`src/sv/rscc_pkg.sv`:
```
// Shared widths, constants and types of the radial source cost cell.
// Depends on nothing; used by every module of the block but the checker.
package rscc_pkg;

    localparam int COORD_W    = 32;
    localparam int STR_W      = 24;
    localparam int RAD_W      = 20;
    localparam int CS_W       = 16;
    localparam int IDX_IN_W   = 16;
    localparam int COST_W     = 8;
    localparam int R_W        = RAD_W + 1;
    localparam int D2_W       = 2 * R_W;
    localparam int DEN_W      = STR_W + R_W;
    localparam int NUM1_W     = STR_W + R_W;
    localparam int NUM_W      = NUM1_W + 8;
    localparam int QUOT_W     = 8;
    localparam int CFG_ADDR_W = 3;
    localparam int CFG_DATA_W = 32;

    localparam int INDEX_BITS_DEF  = 16;
    localparam int QUEUE_DEPTH_DEF = 8;

    localparam logic [CFG_ADDR_W-1:0] REG_SOURCE_POS_X    = 3'd0;
    localparam logic [CFG_ADDR_W-1:0] REG_SOURCE_POS_Y    = 3'd1;
    localparam logic [CFG_ADDR_W-1:0] REG_SOURCE_STRENGTH = 3'd2;
    localparam logic [CFG_ADDR_W-1:0] REG_REACH_RADIUS    = 3'd3;
    localparam logic [CFG_ADDR_W-1:0] REG_STRENGTH_LIMIT  = 3'd4;
    localparam logic [CFG_ADDR_W-1:0] REG_GRID_ORIGIN_X   = 3'd5;
    localparam logic [CFG_ADDR_W-1:0] REG_GRID_ORIGIN_Y   = 3'd6;
    localparam logic [CFG_ADDR_W-1:0] REG_CELL_SIZE       = 3'd7;

    localparam logic [COST_W-1:0] FULL_COST   = 8'd252;
    localparam logic [COST_W-1:0] LETHAL_COST = 8'd254;
    localparam logic [STR_W-1:0]  WEAK_LIMIT  = 24'd1280;

    // Configuration as the datapath sees it, with the zero cases resolved.
    typedef struct packed {
        logic [COORD_W-1:0] src_x;
        logic [COORD_W-1:0] src_y;
        logic [STR_W-1:0]   strength;
        logic [R_W-1:0]     radius2;
        logic [STR_W-1:0]   limit;
        logic [COORD_W-1:0] org_x;
        logic [COORD_W-1:0] org_y;
        logic [CS_W-1:0]    cell_size;
        logic               src_on;
    } cfg_t;

    // A classified cell waiting for the cost datapath.
    typedef struct packed {
        logic [COST_W-1:0] prior;
        logic              active;
        logic [R_W-1:0]    dx;
        logic [R_W-1:0]    dy;
    } job_t;

    typedef struct packed {
        logic valid;
        job_t job;
    } job_xfer_t;

endpackage

```
`src/sv/rscc_queue.sv`:
```
// Short queue between the front end and the cost datapath.
// Depends on rscc_pkg.
module rscc_queue
    import rscc_pkg::*;
#(
    parameter int DEPTH = QUEUE_DEPTH_DEF
)
(
    input  logic      clk,
    input  logic      rst_n,
    input  job_xfer_t push_in,
    output job_xfer_t pop_out
);

    localparam int PTR_W = (DEPTH > 1) ? $clog2(DEPTH) : 1;
    localparam int CNT_W = $clog2(DEPTH + 1);

    job_t             mem [0:DEPTH-1];
    logic [PTR_W-1:0] wr_ptr_reg, rd_ptr_reg;
    logic [CNT_W-1:0] count_reg, count_next;
    logic             pop;
    logic             out_valid_reg;
    job_t             out_job_reg;

    assign pop = (count_reg != '0);

    always_comb
    begin
        count_next = count_reg;
        case ({push_in.valid, pop})
            2'b10:   count_next = count_reg + 1'b1;
            2'b01:   count_next = count_reg - 1'b1;
            default: count_next = count_reg;
        endcase
    end

    always_ff @(posedge clk or negedge rst_n)
    begin
        if (!rst_n)
        begin
            wr_ptr_reg    <= '0;
            rd_ptr_reg    <= '0;
            count_reg     <= '0;
            out_valid_reg <= 1'b0;
        end
        else
        begin
            count_reg     <= count_next;
            out_valid_reg <= pop;
            if (push_in.valid)
                wr_ptr_reg <= (wr_ptr_reg == PTR_W'(DEPTH - 1)) ? '0 : wr_ptr_reg + 1'b1;
            if (pop)
                rd_ptr_reg <= (rd_ptr_reg == PTR_W'(DEPTH - 1)) ? '0 : rd_ptr_reg + 1'b1;
        end
    end

    // The entry being read was written at an earlier edge, so a push in the same
    // cycle never targets it.
    always_ff @(posedge clk)
    begin
        if (push_in.valid)
            mem[wr_ptr_reg] <= push_in.job;
        if (pop)
            out_job_reg <= mem[rd_ptr_reg];
    end

    assign pop_out.valid = out_valid_reg;
    assign pop_out.job   = out_job_reg;

endmodule

```
`config.mk`:
```
export PLATFORM = sky130hd
export DESIGN_NAME = rscc_queue
export DESIGN_NICKNAME = d
export VERILOG_FILES = /design/src/sv/rscc_pkg.sv /design/src/sv/rscc_queue.sv
export SDC_FILE = /design/constraint.sdc
export NUM_CORES = 1
export LEC_CHECK = 0
export ABC_AREA = 1
export BUFFER_PORTS_ARGS = -buffer_cell sky130_fd_sc_hd__clkbuf_2
export CORE_MARGIN = 2
export CORE_UTILIZATION = 37
export CTS_BUF_LIST = sky130_fd_sc_hd__clkbuf_4 sky130_fd_sc_hd__clkbuf_8 sky130_fd_sc_hd__clkbuf_16
export CTS_CLUSTER_SIZE = 14
export DETAILED_ROUTE_END_ITERATION = 6
export GPL_ROUTABILITY_DRIVEN = 0
export PLACE_DENSITY = 0.61
export SLEW_MARGIN = 20
export SYNTH_ARGS = -nofsm -noshare
export SYNTH_HDL_FRONTEND = slang
export SYNTH_SLANG_ARGS = --single-unit
```
`constraint.sdc`:
```
create_clock -name clk -period 4.5 [get_ports clk]
set_input_delay 0.225 -clock clk [delete_from_list [all_inputs] [get_ports clk]]
set_output_delay 0.225 -clock clk [all_outputs]
set_load 0.005 [all_outputs]
```
* Word level (Yosys, flattened, before mapping)
Memories as Yosys holds them, arrays and structs flattened. A register that Yosys moved wholly into a read port is not among the register bits.
Cells that the tools add are included.
** Storage, ports and cells
- Output and inout port bits :: 52
- Bits in read-only memories :: 0
- Bits in latches :: 0
- Bits of input ports :: 54
- Memory bits (writable) :: 408
- Memories kept :: 1
- Logic and storage cells :: 20
- Bits in registers :: 11
** Cells by class
- Muxes and demuxes :: 5
- Multiply operators :: 0
- Order comparisons :: 0
- Bitwise logic cells :: 0
- Reduce and logical (&&, ||, !) cells :: 2
- Add/sub/neg operators :: 4
- Equality and inequality tests :: 4
- Divide/modulo/power cells :: 0
- Shifts and indexed selects :: 0
** Memory list
- mem :: depth 8, bits a word 51, rd ports 1, clocked after Yosys merged registers in 1, write ports 1, line rscc_queue.sv:18 : job_t mem [0:DEPTH-1];
** Operator list (count)
- one-hot mux 4 bit (2 select lines) :: 1
- adder 3 x 1 -> 3 bit (second input constant) :: 2
- == test 3 bit (second input constant) :: 2
- 2-to-1 mux 3 bit :: 2
- adder 4 x 1 -> 4 bit (second input constant) :: 1
- nonzero test 4 bit :: 1
- subtractor 4 x 1 -> 4 bit (second input constant) :: 1
- == test 2 x 1 -> 1 bit (second input constant) :: 1
- == test 2 bit (second input constant) :: 1
- 2-to-1 mux 1 bit :: 2
- nonzero test 2 bit :: 1

* Logic depth before layout (Yosys ltp)
- Word-level depth :: 3
- Mapped depth :: 11
- Gate-level depth less buffers :: 11

* Least setup slack after synthesis
Ideal clock, no wire load.
- Kind :: register -> register
- Start :: reg wr_ptr_reg[0]
- End :: mem mem[0][0] (netlist bit) (enable)
- Cell stages (with the launch flop) :: 3
- Path slack :: 1.179 ns
- Period minus slack after synthesis :: 3.321 ns
- Library setup time :: 0.460 ns
- Path buffers :: 0
- Arrival time :: 2.862 ns
- Data required time :: 4.040 ns
- Path through :: dfrtp_1 -> or2_2 -> nor2_1
** RTL lines
- start: declaration :: line rscc_queue.sv:19 : logic [PTR_W-1:0] wr_ptr_reg, rd_ptr_reg;
- start signal: assignment :: line rscc_queue.sv:51 : wr_ptr_reg <= (wr_ptr_reg == PTR_W'(DEPTH - 1)) ? '0 : wr_ptr_reg + 1'b1;
- end: declaration :: line rscc_queue.sv:18
No word-level cell before the write port.

* Worst setup path in the final report
- Start :: reg count_reg[3]
- End :: reg count_reg[3]
** On the way
- Word-level cells in the longest chain between the ends :: 3
- Elaborated cells on any way between the ends :: 7
- Classes of those cells :: 2 x add/sub; 2 x eq/ne; 1 x mux; 2 x reduce/logical
** RTL lines
- start: declaration :: line rscc_queue.sv:20 : logic [CNT_W-1:0] count_reg, count_next;
- start signal: assignment :: line rscc_queue.sv:48 : count_reg <= count_next;
- nonzero test 4 bit (*) :: line rscc_queue.sv:25 : assign pop = (count_reg != '0);
- named net pop :: line rscc_queue.sv:21 : logic pop;
- == test 2 x 1 -> 1 bit or == test 2 bit (tied branches) :: line rscc_queue.sv:30 : case ({push_in.valid, pop})
- one-hot mux 4 bit (2 select lines) or nonzero test 2 bit (tied branches)
Mark *: on every way through the listed nets, which the timed path passes. The rest lies on a longest branch.
A chain may end at the register's enable or synchronous reset.

==> results.py <==
metrics = {
    "routing": {
        "vias": 11000,
        "drc": 0,
        "first_pass_iters": 5,
        "drt_iter0_drc": 819,
        "ant_nets": 0,
        "wl_per_cell_um": 18.5,
        "via_per_inst": 5.00,
        "wl_mm": 40.5,
    },
    "clock_tree": {
        "worstSkewPairLatency_ps": 570,
        "clk_pin_slew_ps": 60,
        "cts_tree": "done",
        "htree_levels": 2,
        "cts.sinks": 470,
        "root_buffer": "clkbuf_16",
        "cts_setup_buffers": 0,
        "clockBufferDepth": 3,
        "cts_buffers": 47,
    },
    "power": {
        "total_power_uw": 13800,
        "peakVddDrop_mv": 0.332,
        "leakage_uw": 0.00752,
        "power_density_nw_per_um2": 645,
    },
    "final_layout": {
        "instances_no_fill": 2190,
        "nFillCells": 4393,
        "layout.nets": 1592,
        "seqCellArea_um2": 14100,
        "largest_reg_flops": 408,
        "final_util_pct": 43.9,
        "synthToLayoutAreaGrowth_pct": 17.9,
        "multi_input_area_um2": 3640,
        "final_common_cell": "edfxtp_1",
        "drive_gt1_share_pct": 13.5,
        "mostFrequentLayoutCells": "edfxtp_1 (459), nor2_1 (310), nand2_1 (178)",
    },
    "yosys": {
        "yosys_warnings": 0,
        "synth_largest_area_cell": "edfxtp_1",
        "syn_inst": 1385,
        "ys_ff_latch": 470,
        "synth_edf_count": 459,
        "syn_area_per_cell_um2": 13.1,
        "ys.flop_type": "edfxtp_1",
        "ys_async_sr_fraction_pct": 2.34,
        "ys_seq_area_share_pct": 77.7,
        "synth_top_area_share_pct": 76.1,
        "synth.cell_area_um2": 18100,
        "synthTopCellsByArea": "edfxtp_1 (76%), nor2_1 (6.6%), o21ai_0 (4.7%), o21ai_1 (3.9%), nand2_1 (3.7%)",
        "syn_nets": 1446,
        "synth_cell_type_count": 22,
    },
    "sta": {
        "fin_setup_tns_ps": 0,
        "slew_headroom_pct": 28.8,
        "slew_violations": 0,
        "setup_viol": 0,
        "min_period_ps": 2620,
        "max_freq_mhz": 381,
        "hold_viol": 0,
        "fin_worst_skew_ps": 9.78,
        "tightest_slew_ps": 1060,
        "hold_ws_ps": 96.0,
        "period_share_pct": 58.3,
        "rsz0062_at_grt": "no",
    },
    "global_routing": {
        "antenna_found_initial": 4,
        "grt_pass1_vias": 10700,
        "grt_usage_pct": 16.2,
        "grt-ovfl-total": 0,
        "grt_max_degree": 101,
        "grt_pass1_wl_mm": 62.5,
    },
    "floorplanning": {
        "die_h_um": 225,
        "core_area_um2": 48600,
        "start_util_pct": 37.2,
        "dieArea_um2": 50700,
        "die_w_um": 225,
        "std_cell_rows": 81,
        "ios": 106,
    },
    "setup_path": {
        "critPathLaunch": "count_reg[3]$_DFFE_PN0P_",
        "crit_type": "reg -> reg",
        "worstSetupEndpointType": "flip-flop",
        "path_max_fanout": 58,
        "startpoint_type": "flip-flop",
        "r2r_start": "count_reg[3]$_DFFE_PN0P_",
        "worstPathArrival_ps": 3080,
        "r2r_slack_ps": 1880,
        "cp.required_ps": 4960,
    },
    "status": {
        "status": "completed",
    },
    "placed_design": {
        "hpwlAfterDp_mm": 20.9,
        "port-buffer-count": 105,
        "dp.cells": 2050,
    },
    "worst_hold_path": {
        "min_path_type": "in -> async",
    },
    "flow_run": {
        "drv_cap": 0,
    },
}
[worst paths after layout]
path / end / depth (start not counted)
max in group asynchronous: rd_ptr_reg[1]$_DFFE_PN0N_ / 2
min in group clk: mem[6][36]$_DFFE_PP_ / 2
hold reg to reg: count_reg[3]$_DFFE_PN0P_ / 2
setup reg to reg: count_reg[3]$_DFFE_PN0P_ / 11
hold / removal: count_reg[0]$_DFFE_PN0P_ / 2
setup / recovery: count_reg[3]$_DFFE_PN0P_ / 11
[timing repair]
item,in CTS,in global routing
endpoints found under the hold margin,421,0
hold buffers,53,0
gates resized for setup,0,0
endpoints found under the setup margin,0,0
[cells in the mapped netlist, types with 2 or more instances]
library cell / n
o21ai_0: 170
dfrtp_1: 11
nand2_1: 179
clkbuf_1: 38
xnor2_1: 2
buf_6: 10
nand3_1: 5
buf_1: 5
o21ai_1: 140
inv_1: 9
nor2_1: 318
buf_4: 2
ha_1: 6
buf_2: 24
edfxtp_1: 459
[metal layers]
metal	track usage, %	vias up	wire [um]
met5	0	-	11
met3	2.93	59	2010
met4	4.79	2	810
met2	26.5	249	19400
li1	-	5215	-
met1	22.0	5434	18300
[cells by family (layout without fill, tap and decap cells)]
family,after synthesis,in the layout,synth area share [%]
compound gates,312,312,8.65
xor+xnor,2,2,0.0968
fa+ha+maj,7,7,0.525
buf+inv,91,271,2.59
flops,470,470,77.7
other cells,0,3,0
simple gates,503,503,10.5
[layout make-up]
type / instances / share of cell area, %
multi-input combinational: 824 / 17.1
antenna: 3 / 0.0352
inverter: 11 / 0.217
tap: 622 / 3.65
clock buffer: 59 / 6.10
sequential: 470 / 65.9
clock inverter: 24 / 0.973
timing repair buffer: 177 / 6.08
[power by group]
part,internal (uW),switching [uW],total (uW)
registers,5740,409,6150
logic,1200,2580,3770
clock network,2260,1580,3850
[critical path, cell delays in order, from the launching register on]
cell and delay (ps):
dfrtp_1 400, nor2_1 250, nand2_4 590, ha_1 550
ha_1 310, nand2_1 50, nand2_1 60, nand2_1 70
nand2_1 60, nand2_1 50, nand3_1 60, nand2_1 60
[stage by stage]
step / worst slack (ps) / area, um2
floorplan: 1180 / 18100
global placement: 1900 / 19300
detailed placement: 1850 / 19300
CTS: 1840 / 21300
global route: 1640 / 21300
finish: 1880 / 21300
(Power assumes the default switching activity.)
