## src/sv/rscc_pkg.sv

```systemverilog
// Shared widths, constants and types of the radial source cost cell.
// Depends on nothing; used by every module of the block but the checker.
package rscc_pkg;

    localparam int COORD_W    = 32;
    localparam int STR_W      = 24;
    localparam int RAD_W      = 20;
    localparam int CS_W       = 16;
    localparam int IDX_IN_W   = 16;
    localparam int COST_W     = 8;
    localparam int R_W        = RAD_W + 1;
    localparam int D2_W       = 2 * R_W;
    localparam int DEN_W      = STR_W + R_W;
    localparam int NUM1_W     = STR_W + R_W;
    localparam int NUM_W      = NUM1_W + 8;
    localparam int QUOT_W     = 8;
    localparam int CFG_ADDR_W = 3;
    localparam int CFG_DATA_W = 32;

    localparam int INDEX_BITS_DEF  = 16;
    localparam int QUEUE_DEPTH_DEF = 8;

    localparam logic [CFG_ADDR_W-1:0] REG_SOURCE_POS_X    = 3'd0;
    localparam logic [CFG_ADDR_W-1:0] REG_SOURCE_POS_Y    = 3'd1;
    localparam logic [CFG_ADDR_W-1:0] REG_SOURCE_STRENGTH = 3'd2;
    localparam logic [CFG_ADDR_W-1:0] REG_REACH_RADIUS    = 3'd3;
    localparam logic [CFG_ADDR_W-1:0] REG_STRENGTH_LIMIT  = 3'd4;
    localparam logic [CFG_ADDR_W-1:0] REG_GRID_ORIGIN_X   = 3'd5;
    localparam logic [CFG_ADDR_W-1:0] REG_GRID_ORIGIN_Y   = 3'd6;
    localparam logic [CFG_ADDR_W-1:0] REG_CELL_SIZE       = 3'd7;

    localparam logic [COST_W-1:0] FULL_COST   = 8'd252;
    localparam logic [COST_W-1:0] LETHAL_COST = 8'd254;
    localparam logic [STR_W-1:0]  WEAK_LIMIT  = 24'd1280;

    // Configuration as the datapath sees it, with the zero cases resolved.
    typedef struct packed {
        logic [COORD_W-1:0] src_x;
        logic [COORD_W-1:0] src_y;
        logic [STR_W-1:0]   strength;
        logic [R_W-1:0]     radius2;
        logic [STR_W-1:0]   limit;
        logic [COORD_W-1:0] org_x;
        logic [COORD_W-1:0] org_y;
        logic [CS_W-1:0]    cell_size;
        logic               src_on;
    } cfg_t;

    // A classified cell waiting for the cost datapath.
    typedef struct packed {
        logic [COST_W-1:0] prior;
        logic              active;
        logic [R_W-1:0]    dx;
        logic [R_W-1:0]    dy;
    } job_t;

    typedef struct packed {
        logic valid;
        job_t job;
    } job_xfer_t;

endpackage

```

## src/sv/rscc_front.sv

```systemverilog
// Front end: takes a cell, forms the axis offsets to the source and classifies it.
// Depends on rscc_pkg.
module rscc_front
    import rscc_pkg::*;
#(
    parameter int INDEX_BITS = INDEX_BITS_DEF
)
(
    input  logic                clk,
    input  logic                rst_n,
    input  logic                accept,
    input  logic [IDX_IN_W-1:0] cell_col,
    input  logic [IDX_IN_W-1:0] cell_row,
    input  logic [COST_W-1:0]   prior_cost,
    input  cfg_t                cfg,
    output job_xfer_t           job_out
);

    localparam int IDX_W = (INDEX_BITS < IDX_IN_W) ? INDEX_BITS : IDX_IN_W;
    localparam int PW    = IDX_W + 1 + CS_W;
    localparam int OW    = ((PW > COORD_W + 1) ? PW : COORD_W + 1) + 2;

    logic              v0_reg, v1_reg, v2_reg, v3_reg;
    logic [IDX_W-1:0]  col0_reg, row0_reg;
    logic [COST_W-1:0] prior0_reg, prior1_reg, prior2_reg;
    logic [PW-1:0]     px1_reg, py1_reg;
    logic [OW-1:0]     offx2_reg, offy2_reg;
    job_t              job3_reg;

    logic [OW-1:0]     org2x, org2y, src2x, src2y;
    logic [OW-1:0]     absx, absy, rad_ext;
    logic              inbox;

    always_comb
    begin
        org2x   = {{(OW-COORD_W-1){cfg.org_x[COORD_W-1]}}, cfg.org_x, 1'b0};
        org2y   = {{(OW-COORD_W-1){cfg.org_y[COORD_W-1]}}, cfg.org_y, 1'b0};
        src2x   = {{(OW-COORD_W-1){cfg.src_x[COORD_W-1]}}, cfg.src_x, 1'b0};
        src2y   = {{(OW-COORD_W-1){cfg.src_y[COORD_W-1]}}, cfg.src_y, 1'b0};
        absx    = offx2_reg[OW-1] ? (~offx2_reg + 1'b1) : offx2_reg;
        absy    = offy2_reg[OW-1] ? (~offy2_reg + 1'b1) : offy2_reg;
        rad_ext = {{(OW-R_W){1'b0}}, cfg.radius2};
        inbox   = (absx <= rad_ext) && (absy <= rad_ext);
    end

    always_ff @(posedge clk or negedge rst_n)
    begin
        if (!rst_n)
        begin
            v0_reg <= 1'b0;
            v1_reg <= 1'b0;
            v2_reg <= 1'b0;
            v3_reg <= 1'b0;
        end
        else
        begin
            v0_reg <= accept;
            v1_reg <= v0_reg;
            v2_reg <= v1_reg;
            v3_reg <= v2_reg;
        end
    end

    always_ff @(posedge clk)
    begin
        col0_reg   <= cell_col[IDX_W-1:0];
        row0_reg   <= cell_row[IDX_W-1:0];
        prior0_reg <= prior_cost;
        // Centre of the cell in doubled units is origin*2 + (2*index+1)*cell_size.
        px1_reg    <= {col0_reg, 1'b1} * cfg.cell_size;
        py1_reg    <= {row0_reg, 1'b1} * cfg.cell_size;
        prior1_reg <= prior0_reg;
        offx2_reg  <= org2x + {{(OW-PW){1'b0}}, px1_reg} - src2x;
        offy2_reg  <= org2y + {{(OW-PW){1'b0}}, py1_reg} - src2y;
        prior2_reg <= prior1_reg;
        job3_reg.prior  <= prior2_reg;
        job3_reg.active <= cfg.src_on && inbox;
        job3_reg.dx     <= absx[R_W-1:0];
        job3_reg.dy     <= absy[R_W-1:0];
    end

    assign job_out.valid = v3_reg;
    assign job_out.job   = job3_reg;

endmodule

```

## config.mk

```make
export PLATFORM = sky130hd
export DESIGN_NAME = rscc_front
export DESIGN_NICKNAME = d
export VERILOG_FILES = /design/src/sv/rscc_pkg.sv /design/src/sv/rscc_front.sv
export SDC_FILE = /design/constraint.sdc
export NUM_CORES = 2
export LEC_CHECK = 0
export ABC_AREA = 1
export ABC_CLOCK_PERIOD_IN_PS = 5510
export BUFFER_PORTS_ARGS = -buffer_cell sky130_fd_sc_hd__buf_2
export CAP_MARGIN = 15
export CORE_MARGIN = 8
export CORE_UTILIZATION = 53
export CTS_CLUSTER_SIZE = 12
export DETAILED_ROUTE_END_ITERATION = 10
export PLACE_DENSITY = 0.75
export SLEW_MARGIN = 20
export SYNTH_ARGS = -nofsm -noshare
export SYNTH_HDL_FRONTEND = slang
export SYNTH_SLANG_ARGS = --single-unit
```

## constraint.sdc

```tcl
create_clock -name clk -period 5.51 [get_ports clk]
set_clock_uncertainty 0.2 [all_clocks]
set_input_delay 0 -clock clk [delete_from_list [all_inputs] [get_ports clk]]
set_output_delay 0 -clock clk [all_outputs]
set_load 0.01 [all_outputs]
```

### After elaboration in Yosys (flattened, before gate mapping)

Index checks and enable logic that the tools add are counted.

* flip-flop bits (word level): 247
* bits of input ports: 257
* output and inout bits: 52
* logic and storage cells: 33

* $add $sub $neg: 6
* $mul: 2
* $lt $le $gt $ge: 2
* mux-type cells: 2
* bitwise gates (word level): 2
* reduce and logical (&&, ||, !) cells: 2

Operators with widths (number)
* adder 33 x 34 -> 35 bit: 2
* adder 35 x 1 -> 35 bit, second input constant: 2
* <= comparator 35 x 21 -> 1 bit: 2
* 2-to-1 mux 35 bit: 2
* NOT 35 bit: 2
* subtractor 35 bit: 2
* multiplier 17 x 16 -> 33 bit: 2
* logical AND 1 bit: 2

### Depth between registers and ports, before layout

* word-level depth: 6
* mapped depth: 30
* depth with buffers taken out: 28

### Worst setup path after synthesis

No wires, ideal clock.

* kind: reg2reg
* start: reg row0_reg[6]
* end: reg py1_reg[29]
* setup time: 72 ps
* arrival time: 5339 ps
* required time: 5238 ps
* slack: -100 ps
* stages on the path, launching flop included: 24
* path buffers: 2
* period minus slack after synthesis: 5610 ps
* cell sequence: dfxtp_1 > clkbuf_1 > clkbuf_1 > nand2_1 > fa_1 > inv_1 > fa_1 > inv_1 > fa_1 > inv_1 > fa_1 > fa_1 > inv_1 > fa_1 > inv_1 > ha_1 > a21oi_1 > inv_1 > nor2_1 > o21ai_2 > a21oi_2 > o21ai_1 > a21oi_1 > xor2_1

* word-level cells in the longest chain between the ends: 1

RTL lines
* start, declared: line rscc_front.sv:24 `logic [IDX_W-1:0] col0_reg, row0_reg;`
* start signal, assigned: line rscc_front.sv:67 `row0_reg <= cell_row[IDX_W-1:0];`
* multiplier 17 x 16 -> 33 bit: line rscc_front.sv:71 `py1_reg <= {row0_reg, 1'b1} * cfg.cell_size;`
* end signal, assigned: line rscc_front.sv:71
* end, declared: line rscc_front.sv:26 `logic [PW-1:0] px1_reg, py1_reg;`

Every way passes these cells.

### Worst setup path in the final report

* start: reg row0_reg[9]
* end: reg py1_reg[32]

The elaborated chain is that of the path after synthesis.

==> impl_metrics.json <==
{
  "wirelength_mm": 86.1,
  "relSlewSlack_pct": 46.7,
  "tightest_slew_ps": 799,
  "crit_start": "row0_reg[9]",
  "synth_fa_ha_area_share_pct": 42.7,
  "diodes": 0,
  "maxSlewViolCount": 0,
  "overflow": 0,
  "grt_max_degree": 38,
  "synth_area_sq_um": 32000,
  "synth_top_area_share_pct": 30.2,
  "crit_chain": "buf_6, nand2_1, fa_1, fa_1, inv_1, fa_1, fa_1, fa_1, inv_1, fa_1, inv_1, ha_1, buf_4, a21oi_2, o21ai_1, a21oi_1, o211ai_1, nand4_1, nand3_1, xor2_1",
  "num_io_pins": 309,
  "rsz0062_at_grt": "yes",
  "synth-simple-area-share_pct": 16.1,
  "dieArea_sq_um": 68600,
  "wl_per_cell_um": 16.1,
  "ff2ff_setup_slack_ps": 60,
  "synth_compound_area_share_pct": 6.45,
  "tns_ps": 0,
  "syn-num-nets": 5157,
  "hold_viol": 0,
  "worst-path-max-fanout": 7,
  "port_buffers": 260,
  "vias": 26919,
  "synth_top_family_by_area": "adder cells",
  "arrival_ps": 5720,
  "clockBufferDepth": 3,
  "final_cell_mix": "1,119 x inv_1, 860 x nand2_1, 476 x fa_1",
  "crit_type": "reg2reg",
  "crit_path_start_kind": "flip-flop",
  "finalCritPeriodShare_pct": 99.0,
  "cts-root-buf": "clkbuf_16",
  "nNetsFinal": 5621,
  "reg2regPathDepth": 20,
  "synth_area_leaders": "fa_1 30%, dfxtp_1 15%, inv_1 13%, ha_1 12%, nand2_1 10%",
  "area_delta_synth_final_pct": 18.8,
  "grt_pass1_vias": 27700,
  "hold_slack_ps": 28.7,
  "synth_area_per_cell_sq_um": 7.82,
  "clock_latency_ps": 590,
  "ys_types": 51,
  "ant_nets": 0,
  "layout-drive-gt1-share_pct": 14.7,
  "holdPathStages": 5,
  "max_cap_violations": 0,
  "critical_path.slowest_cell": "fa_1",
  "yosysSeqAreaShare_pct": 15.3,
  "cts.clk_slew.worst_paths_ps": 60,
  "finish.utilization_pct": 63.4,
  "viasPerCell": 5.02,
  "die_w_um": 262,
  "core_area_sq_um": 60000,
  "crit_required_ps": 5780,
  "rows": 90,
  "syn_inst": 4097,
  "grt_pass1_wl_mm": 137,
  "yosysWarnings": 0,
  "critPathCaptureType": "flip-flop",
  "fmax_ghz": 0.183,
  "cts_made_buffers": 28,
  "synth_area_leader_cell": "fa_1",
  "finalWorstSetupSlack_ps": 55.4,
  "status": "completed",
  "synth-xor-area-share_pct": 4.57,
  "layout_min_cycle_time_ps": 5450,
  "ys_seq_elements": 244,
  "rr_startpoint": "row0_reg[9]",
  "die_y_um": 262,
  "start_util_pct": 53.4,
  "final_common_cell": "inv_1",
  "h-tree-depth": 1,
  "worstHoldPathType": "in2reg",
  "drc_errors": 0,
  "setup_viol": 0,
  "drt_first_pass_iters": 6,
  "grt_usage_pct": 24.7,
  "dp_hpwl_mm": 71.9,
  "cts_tree": "yes",
  "place_congestion": 0.969,
  "clock_sinks": 244,
  "worstHoldStart": "cfg[209]",
  "largest_reg_flops": 50,
  "path_common_cell": "fa_1",
  "critPathMaxStageDelay_ps": 550,
  "antenna_found_initial": 0,
  "synthMuxAreaShare_pct": 0,
  "n_fill_cell": 5097,
  "pre_cts_slack_ps": -161,
  "drtIter0Drc": 1949
}
[cell type report]
class	count	area [sq um]	area share (%)
clock buffers	36	791	2.08
clock inverters	11	119	0.312
inverters	1138	4270	11.2
multi-input cells	2591	22900	60.1
flip-flops and latches	244	4980	13.1
well taps	782	978	2.57
repair buffers	558	4030	10.6
[per-layer routing]
metal,wire length [um],share of wire [%],vias to the layer above,GRT usage [%]
met3,5280,6.1,165,2.85
met2,42300,49,901,44.0
met5,0,0,-,0
li1,-,-,12971,-
met4,2730,3.2,0,7.11
met1,35800,42,12882,31.5
[worst max-delay path, delay by kind of cell (launching register included)]
family | cells | cell delay (ps)
AOI/OAI and AO/OA | 4 | 540
xor gates and xnor gates | 1 | 140
adders and majority gates | 7 | 3260
buffers and inverters | 5 | 460
DFF | 1 | 400
and+or+nand+nor | 3 | 300
[through the flow]
step           area, sq um  instances
2_1_floorplan        32100       4097
3_3_place_gp         35200       5176
3_5_place_dp         35200       5176
4_1_cts              37300       5344
5_1_grt              38100       5360
6_report             38100       5360
[Yosys cell counts (all sizes together)]
library cell     n
nor3b            1
nor4             4
nand3b           3
ha             319
nor4b            1
inv           1137
o21bai          13
buf              7
o21a            13
a21o            12
dfrtp            4
o311ai           3
clkbuf         117
o211ai           5
dfxtp          240
a31oi           19
a21oi          172
nand3           86
o2111ai          4
and2             2
or2              2
o211a            2
nand2          886
nor2           224
o31ai            2
xor2           118
o22ai            1
clkinv           1
a211oi           3
nand4           39
o21ai           99
xnor2           49
a21boi           5
nor3            16
fa             484
a221oi           4
[worst paths after layout]
check,endpoint
worst max-delay path,py1_reg[32]
max in group asynchronous,v0_reg
worst max register to register,py1_reg[32]
min in group asynchronous,v1_reg
worst min register to register,offy2_reg[0]
worst min-delay path,offx2_reg[28]
[logic make-up after synthesis]
logic type / after synthesis
AOI/OAI and AO/OA: 357
xor gates and xnor gates: 167
adders and majority gates: 803
buffers and inverters: 1262
DFF: 244
and+or+nand+nor: 1264
[timing repair]
action / CTS / global route
pin swaps: 1 / 56
buffers inserted: 0 / 16
hold buffers: 121 / 0
resized for setup: 17 / 150
gates cloned: 0 / 0
endpoints found under the setup margin: 14 / 33
endpoints found under the hold margin: 76 / 0
Power is not shown: default switching activity piles up to over one toggle a cycle in this logic, so the estimate is an artifact.
